===== src/rtl/core/crfr_pkg.sv =====
`timescale 1ns / 1ps

package crfr_pkg;

  // Header layout, oldest byte first:
  //   type, address length, data length (LE16), data sum (LE32), header sum (LE32)
  localparam int HDR_BYTES     = 12;
  localparam int HDR_SUM_BYTES = 8;
  localparam int FILL_W        = $clog2(HDR_BYTES + 1);
  localparam int BYTE_W        = 8;
  localparam int LEN_W         = 16;
  localparam int IDX_W         = 17;
  localparam int SUM_W         = 32;
  localparam int HSUM_W        = BYTE_W + $clog2(HDR_SUM_BYTES);

  // Offsets of header fields within the window
  localparam int OFS_TYPE      = 0;
  localparam int OFS_ADDR_LEN  = 1;
  localparam int OFS_DATA_LEN  = 2;
  localparam int OFS_DATA_SUM  = 4;
  localparam int OFS_HDR_SUM   = 8;

  typedef logic [BYTE_W-1:0] byte_t;

  // Decoded view of the header window after the incoming word is shifted in
  typedef struct packed {
    logic              ok;
    logic [BYTE_W-1:0] ftype;
    logic [BYTE_W-1:0] addr_len;
    logic [LEN_W-1:0]  data_len;
    logic [SUM_W-1:0]  data_sum;
  } hdr_info_t;

endpackage


===== src/rtl/core/checksummed_frame_receiver_unit.sv =====
`timescale 1ns / 1ps

// Checksummed frame receiver.
// Input channel (in_valid / in_stall / in_rx_byte) takes one link byte per word.
// While hunting, bytes slide through a 12-byte header window: type, address
// length, LE16 data length, LE32 data sum, LE32 header sum. A header is taken
// when the byte-sum of its first 8 bytes equals the header sum; hunting words
// produce no result.
// After a header, each body word (data bytes then address bytes) yields one
// result on the output channel with its index, the header fields, an is_last
// flag and, on the last word, frame_good (wrapping 32-bit body sum equals the
// header data sum). A header with zero body length yields one result with
// out_has_byte low on the word that completes the header.
// A word accepted from the input lands in the input register; its result is
// loaded into the output register when that word advances, which out_stall can
// delay. Throughput is one word per cycle while the output is not stalled, as
// the window check and the body counters update combinationally for each word.
// out_stall holds the output register; the input register then holds its
// word and in_stall rises only while both registers are occupied.
// Reset (rst_n low, synchronous) empties both registers and returns to
// hunting with an empty header window.

module checksummed_frame_receiver_unit (
  input  logic                            clk,
  input  logic                            rst_n,
  input  logic                            in_valid,
  output logic                            in_stall,
  input  logic [crfr_pkg::BYTE_W-1:0]     in_rx_byte,
  output logic                            out_valid,
  input  logic                            out_stall,
  output logic                            out_has_byte,
  output logic [crfr_pkg::BYTE_W-1:0]     out_payload_byte,
  output logic [crfr_pkg::IDX_W-1:0]      out_byte_index,
  output logic [crfr_pkg::BYTE_W-1:0]     out_frame_type,
  output logic [crfr_pkg::BYTE_W-1:0]     out_address_length,
  output logic [crfr_pkg::LEN_W-1:0]      out_data_length,
  output logic                            out_is_last,
  output logic                            out_frame_good
);

  // Input register
  logic                          in_valid_r;
  crfr_pkg::byte_t               in_byte_r;
  logic                          adv;

  // Frame state
  logic                          in_body_r, in_body_nxt;
  logic [crfr_pkg::IDX_W-1:0]    body_count_r, body_count_nxt;
  logic [crfr_pkg::IDX_W-1:0]    body_size_r, body_size_nxt;
  logic [crfr_pkg::SUM_W-1:0]    run_sum_r, run_sum_nxt;
  logic [crfr_pkg::SUM_W-1:0]    exp_sum_r, exp_sum_nxt;
  logic [crfr_pkg::BYTE_W-1:0]   type_r, type_nxt;
  logic [crfr_pkg::BYTE_W-1:0]   alen_r, alen_nxt;
  logic [crfr_pkg::LEN_W-1:0]    dlen_r, dlen_nxt;

  // Result register
  logic                          out_valid_r, out_valid_nxt;
  logic                          emit;
  logic                          res_has, res_last, res_good;
  crfr_pkg::byte_t               res_byte;
  logic [crfr_pkg::IDX_W-1:0]    res_idx;
  logic [crfr_pkg::BYTE_W-1:0]   res_type, res_alen;
  logic [crfr_pkg::LEN_W-1:0]    res_dlen;
  logic                          has_r, last_r, good_r;
  crfr_pkg::byte_t               byte_r;
  logic [crfr_pkg::IDX_W-1:0]    idx_r;
  logic [crfr_pkg::BYTE_W-1:0]   otype_r, oalen_r;
  logic [crfr_pkg::LEN_W-1:0]    odlen_r;

  crfr_pkg::hdr_info_t           hdr;
  logic [crfr_pkg::IDX_W-1:0]    hdr_size;
  logic [crfr_pkg::IDX_W-1:0]    count_inc;
  logic                          body_last;

  // Advance the held word whenever the result register is free or draining
  assign adv      = in_valid_r && (!out_valid_r || !out_stall);
  assign in_stall = in_valid_r && !adv;

  always_ff @(posedge clk) begin
    if (!rst_n) begin
      in_valid_r <= 1'b0;
    end else if (in_valid && !in_stall) begin
      in_valid_r <= 1'b1;
    end else if (adv) begin
      in_valid_r <= 1'b0;
    end
  end

  always_ff @(posedge clk) begin
    if (in_valid && !in_stall) begin
      in_byte_r <= in_rx_byte;
    end
  end

  crfr_hdr_win u_hdr_win (
    .clk      (clk),
    .rst_n    (rst_n),
    .shift_en (adv && !in_body_r),
    .rx_byte  (in_byte_r),
    .hdr      (hdr)
  );

  assign hdr_size  = crfr_pkg::IDX_W'(hdr.data_len) + crfr_pkg::IDX_W'(hdr.addr_len);
  assign count_inc = body_count_r + 1'b1;
  assign body_last = (count_inc >= body_size_r);

  always_comb begin
    in_body_nxt    = in_body_r;
    body_count_nxt = body_count_r;
    body_size_nxt  = body_size_r;
    run_sum_nxt    = run_sum_r;
    exp_sum_nxt    = exp_sum_r;
    type_nxt       = type_r;
    alen_nxt       = alen_r;
    dlen_nxt       = dlen_r;
    emit           = 1'b0;
    res_has        = 1'b0;
    res_byte       = '0;
    res_idx        = '0;
    res_type       = type_r;
    res_alen       = alen_r;
    res_dlen       = dlen_r;
    res_last       = 1'b0;
    res_good       = 1'b0;
    if (adv) begin
      if (!in_body_r) begin
        if (hdr.ok) begin
          type_nxt       = hdr.ftype;
          alen_nxt       = hdr.addr_len;
          dlen_nxt       = hdr.data_len;
          exp_sum_nxt    = hdr.data_sum;
          body_size_nxt  = hdr_size;
          body_count_nxt = '0;
          run_sum_nxt    = '0;
          res_type       = hdr.ftype;
          res_alen       = hdr.addr_len;
          res_dlen       = hdr.data_len;
          if (hdr_size == '0) begin
            // Empty frame: close it on the header's final word
            emit     = 1'b1;
            res_last = 1'b1;
            res_good = (hdr.data_sum == '0);
          end else begin
            in_body_nxt = 1'b1;
          end
        end
      end else begin
        run_sum_nxt    = run_sum_r + crfr_pkg::SUM_W'(in_byte_r);
        body_count_nxt = count_inc;
        emit           = 1'b1;
        res_has        = 1'b1;
        res_byte       = in_byte_r;
        res_idx        = body_count_r;
        res_last       = body_last;
        res_good       = body_last && (run_sum_nxt == exp_sum_r);
        if (body_last) begin
          in_body_nxt = 1'b0;
        end
      end
    end
  end

  always_ff @(posedge clk) begin
    if (!rst_n) begin
      in_body_r <= 1'b0;
    end else begin
      in_body_r <= in_body_nxt;
    end
  end

  always_ff @(posedge clk) begin
    body_count_r <= body_count_nxt;
    body_size_r  <= body_size_nxt;
    run_sum_r    <= run_sum_nxt;
    exp_sum_r    <= exp_sum_nxt;
    type_r       <= type_nxt;
    alen_r       <= alen_nxt;
    dlen_r       <= dlen_nxt;
  end

  // Load a new result, drop a delivered one, otherwise hold
  always_comb begin
    out_valid_nxt = out_valid_r;
    if (out_valid_r && !out_stall) begin
      out_valid_nxt = 1'b0;
    end
    if (emit) begin
      out_valid_nxt = 1'b1;
    end
  end

  always_ff @(posedge clk) begin
    if (!rst_n) begin
      out_valid_r <= 1'b0;
    end else begin
      out_valid_r <= out_valid_nxt;
    end
  end

  always_ff @(posedge clk) begin
    if (emit) begin
      has_r   <= res_has;
      byte_r  <= res_byte;
      idx_r   <= res_idx;
      otype_r <= res_type;
      oalen_r <= res_alen;
      odlen_r <= res_dlen;
      last_r  <= res_last;
      good_r  <= res_good;
    end
  end

  assign out_valid          = out_valid_r;
  assign out_has_byte       = has_r;
  assign out_payload_byte   = byte_r;
  assign out_byte_index     = idx_r;
  assign out_frame_type     = otype_r;
  assign out_address_length = oalen_r;
  assign out_data_length    = odlen_r;
  assign out_is_last        = last_r;
  assign out_frame_good     = good_r;

endmodule


===== src/rtl/core/crfr_hdr_win.sv =====
`timescale 1ns / 1ps

module crfr_hdr_win (
  input  logic                  clk,
  input  logic                  rst_n,
  input  logic                  shift_en,
  input  crfr_pkg::byte_t       rx_byte,
  output crfr_pkg::hdr_info_t   hdr
);

  localparam int NB = crfr_pkg::HDR_BYTES;

  crfr_pkg::byte_t                win_r   [NB];
  crfr_pkg::byte_t                win_nxt [NB];
  logic [crfr_pkg::FILL_W-1:0]    fill_r;
  logic [crfr_pkg::FILL_W-1:0]    fill_nxt;
  logic                           full_after;
  logic [crfr_pkg::HSUM_W-1:0]    hsum;
  logic [crfr_pkg::SUM_W-1:0]     hdr_sum;

  // Newest word enters at the top; oldest sits at index zero once full
  always_comb begin
    for (int i = 0; i < NB - 1; i++) begin
      win_nxt[i] = win_r[i+1];
    end
    win_nxt[NB-1] = rx_byte;
  end

  assign full_after = (fill_r >= crfr_pkg::FILL_W'(NB - 1));

  always_comb begin
    hsum = '0;
    for (int i = 0; i < crfr_pkg::HDR_SUM_BYTES; i++) begin
      hsum = hsum + crfr_pkg::HSUM_W'(win_nxt[i]);
    end
  end

  assign hdr_sum = {win_nxt[crfr_pkg::OFS_HDR_SUM+3], win_nxt[crfr_pkg::OFS_HDR_SUM+2],
                    win_nxt[crfr_pkg::OFS_HDR_SUM+1], win_nxt[crfr_pkg::OFS_HDR_SUM]};

  assign hdr.ok       = full_after && (crfr_pkg::SUM_W'(hsum) == hdr_sum);
  assign hdr.ftype    = win_nxt[crfr_pkg::OFS_TYPE];
  assign hdr.addr_len = win_nxt[crfr_pkg::OFS_ADDR_LEN];
  assign hdr.data_len = {win_nxt[crfr_pkg::OFS_DATA_LEN+1], win_nxt[crfr_pkg::OFS_DATA_LEN]};
  assign hdr.data_sum = {win_nxt[crfr_pkg::OFS_DATA_SUM+3], win_nxt[crfr_pkg::OFS_DATA_SUM+2],
                         win_nxt[crfr_pkg::OFS_DATA_SUM+1], win_nxt[crfr_pkg::OFS_DATA_SUM]};

  // Restart the fill after a header is taken; saturate while sliding
  always_comb begin
    fill_nxt = fill_r;
    if (shift_en) begin
      if (hdr.ok) begin
        fill_nxt = '0;
      end else if (!full_after) begin
        fill_nxt = fill_r + 1'b1;
      end else begin
        fill_nxt = crfr_pkg::FILL_W'(NB);
      end
    end
  end

  always_ff @(posedge clk) begin
    if (!rst_n) begin
      fill_r <= '0;
    end else begin
      fill_r <= fill_nxt;
    end
  end

  always_ff @(posedge clk) begin
    if (shift_en) begin
      win_r <= win_nxt;
    end
  end

endmodule

===== config.mk =====
export PLATFORM = sky130hd
export DESIGN_NAME = checksummed_frame_receiver_unit
export DESIGN_NICKNAME = d
export VERILOG_FILES = /design/src/rtl/core/crfr_pkg.sv /design/src/rtl/core/checksummed_frame_receiver_unit.sv /design/src/rtl/core/crfr_hdr_win.sv
export SDC_FILE = /design/constraint.sdc
export NUM_CORES = 1
export LEC_CHECK = 0
export ABC_CLOCK_PERIOD_IN_PS = 9800
export BUFFER_PORTS_ARGS = -buffer_cell sky130_fd_sc_hd__buf_4
export CAP_MARGIN = 20
export CORE_MARGIN = 1.5
export CORE_UTILIZATION = 41
export CTS_CLUSTER_DIAMETER = 80
export DETAILED_ROUTE_END_ITERATION = 10
export GPL_ROUTABILITY_DRIVEN = 0
export PLACE_DENSITY = 0.65
export SYNTH_ARGS = -nofsm -noshare
export SYNTH_HDL_FRONTEND = slang
export SYNTH_SLANG_ARGS = --single-unit

===== constraint.sdc =====
create_clock -name clk -period 9.8 [get_ports clk]
set_input_delay 0.98 -clock clk [delete_from_list [all_inputs] [get_ports clk]]
set_output_delay 0.98 -clock clk [all_outputs]
set_load 0.02 [all_outputs]

==> results.md <==
* Met1 Wirelength at between 15000 and 20000 um
* Crit Path Max Fanout at just over 50
* CTS clk-pin slew, worst paths at around 0.060 ns
* Final HPWL from detailed placement at ~24000 um
* Synth cell types at 79
* FP Rows at ~70
* Share of cells above drive strength 1 at 13.5%
* Gr ovfl total at 0
* Most frequent cell after synthesis: edfxtp_1
* EDFF count, synth at around 250
* Detailed-route via count at between 9000 and 10000
* Post-CTS Resized at 0
* Yosys top cell area share at about half
* ANT nets after route at 0
* Crit end category: register
* Mapped Cells at approximately 1200
* Top sig layer: met4
* Top cell type by total area after synthesis: edfxtp_1
* Post-synthesis sequential area ratio at between 50% and 60%
* GR Util All Layers at between 10% and 20%
* Synth Register Bits at approximately 300
* Pin count of the biggest net entering global routing at between 70 and 80
* Yosys warns at 0
* Tightest Pin Transition at 0.892 ns
* CP cell instances: ha_1 -> a21o_1 -> a21oi_1 -> o21ai_0 -> a21oi_1 -> o21bai_1 -> a21oi_1 -> xor2_1 -> fa_1 -> fa_1 -> fa_1 -> inv_1 -> fa_1 -> ha_1 -> nand2_1 -> nor3_1 -> or4_1 -> nand3_1 -> and3_1 -> nand3_1 -> o31ai_4 -> buf_4
* # H-tree levels at 1
* Met2 wire length at approximately 15000 um
* RSZ-0062 raised after global routing: false
* Vias per cell at approximately 5.3
* Leakage power total at between 6 and 7 nW
* Starting Density at 41.7%
* TritonCTS Sinks at 293
* Post-Syn Area per Cell at about 13 um^2
* Outcome: complete, but fails checks
* DR pass1 iterations at 7
* Setup TNS Final at 0 ns
* Hold Path Class: register to register
* Die Footprint at between 30000 and 40000 um^2
* Chip width at about 190 um
* Most used cell, CP: fa_1
* First DRT Iteration DRCs at approximately 550
* IO Count at 74
* Final hold viol count at 0
* CP required at ~10 ns
* Ys flop type: edfxtp_1
* Worst stage delay on the critical path at 0.63 ns
* Final worst path period share at roughly three quarters
* CTS tree: done
* Worst Skew at about 0.032 ns
* Arr. time, crit path at 7.58 ns
* Final Util at roughly 47%
* Largest family of logic cells by synthesized area: simple AND/OR/NAND/NOR gates
* VDD IR max at between 0.1 and 0.15 mV
* Synthesized-area fraction occupied by adder cells at 10.4%
* Post-Synth Simple-Gate Area at about an eighth
* Achievable Freq at 135 MHz
* IO Port Bufs at 73
* Routed len/inst at ~19 um
* Max-slew violations at 0
* Setup violators final at 0
* Vias in the first global route at just over 9000
* Core Area at roughly 36000 um^2
* CTS buffer count at 30
* Root Buffer: clkbuf_16
* DRC at 8
* Clock Path Buffers at 3
* Post-synth top cells: edfxtp_1, inv_1, nor2_1, xnor2_1, ha_1
* First-pass GRT wire length at between 50000 and 60000 um
* Synthesized Nets at ~1300
* Initial antenna violation count at 0
* Top post-synthesis cells by area: edfxtp_1, fa_1, dfxtp_1, ha_1, xnor2_1
* # hold bufs at CTS at 0
* Worst slew margin at between 40% and 50%
* Final min period at about 7.4 ns
* Die H at between 150 and 200 um
* Final wirelength at roughly 33000 um
* Failing checks: design-rule violations
* Max_cap viols at 0
* Setup repair bufs after CTS at 0
* Critical path class: register to register
* Nets at 1353
* Compound-Gate Fraction of Synth Area at around 7.6%
* Fill cells at 3165
* Startpoint types: register
* Pwr per Cell Area at between 150 and 200 nW/um^2
* Post-synth ARST share at 0%
* XOR/XNOR Fraction of Synth Area at 6.56%
* Mapped Area at 14900 um^2
* Mux share of post-synthesis cell area at 2.86%
* Slowest cell on crit path: buf_4
* Layout area overhead at 13.6%
* Met3 WL at approximately 1700 um
* Worst skew pair latency at around 0.57 ns
critical path, delay by kind of cell, from the launching register on:
family / cells / cell delay (ns)
xor+xnor: 1 / 0.20
flops: 1 / 0.45
simple gates: 6 / 1.26
fa+ha+maj: 6 / 2.69
compound gates: 7 / 1.63
buf+inv: 2 / 0.68
kinds of logic after synthesis:
group / Yosys count
and+or+nand+nor: 332
DFF: 293
muxes: 35
buffers and inverters: 128
xor gates and xnor gates: 108
AOI/OAI and AO/OA: 165
adders and majority gates: 99
sequential cells by signal, summed over array words and instances, names as in the netlist, 8 cells and up:
name,flops
u_hdr_win.hdr_sum,24
exp_sum_r,32
out_address_length,8
type_r,8
u_hdr_win.hdr,64
dlen_r,16
alen_r,8
body_count_r,17
in_byte_r,8
out_payload_byte,8
out_data_length,16
run_sum_r,32
out_byte_index,17
out_frame_type,8
body_size_r,17
stage by stage:
step	std cells	cell area (um^2)	setup slack [ns]	hold WS, ns	total power [mW]
after floorplan	1160	14900	1.50	0.427	1.46
after global placement	1671	15900	2.57	0.436	1.49
after detailed placement	1671	15900	2.41	0.438	1.49
after CTS	1727	16900	2.37	0.453	2.61
after global routing	1727	16900	1.95	0.466	2.67
final	1728	16900	2.40	0.458	2.59
final timing paths:
| kind | cells after the start | slack [ns] | start | to |
|---|---|---|---|---|
| max | 22 | 2.40 | u_hdr_win.hdr[49] | out_frame_good |
| min | 0 | 0.46 | u_hdr_win.hdr_sum[21] | u_hdr_win.hdr_sum[13] |
| max reg2reg | 22 | 2.40 | u_hdr_win.hdr[49] | out_frame_good |
| min reg2reg | 0 | 0.46 | u_hdr_win.hdr_sum[21] | u_hdr_win.hdr_sum[13] |
cells in the final DEF, fill, tap and decap left out, types with 23 or more instances in the layout:
master and count:
a21oi_1 32, and2_1 53, buf_4 79, clkbuf_16 30, dfxtp_1 39, edfxtp_1 254, fa_1 41, ha_1 58
inv_1 97, nand2_1 38, nand3_1 35, nor2_1 63, nor3_1 23, o21ai_0 28, xnor2_1 63, xor2_1 43
layer usage:
layer / vias to the layer above / global-route usage, %
met3: 60 / 2.63
met2: 274 / 28.1
met4: 0 / 5.72
li1: 4394 / -
met5: - / 0
met1: 4489 / 24.7
report_power, final:
part           leakage [nW]  total (mW)  internal (mW)  switching [mW]
Sequential             2.41        1.35           1.35         0.00606
Combinational          3.50       0.115         0.0449          0.0703
Clock                 0.451        1.12          0.632           0.487
Total                  6.37        2.59           2.02           0.563
area by class of cell:
class / instances / area, um^2 / area share (%)
tap: 461 / 577 / 3.42
clock buffer: 36 / 793 / 4.70
sequential: 293 / 8410 / 49.8
multi-input combinational: 739 / 5950 / 35.2
clock inverter: 20 / 184 / 1.09
inverter: 99 / 375 / 2.22
antenna: 1 / 2.50 / 0.0148
timing repair buffer: 79 / 593 / 3.51
No activity file was read; power rests on OpenSTA's default activity.
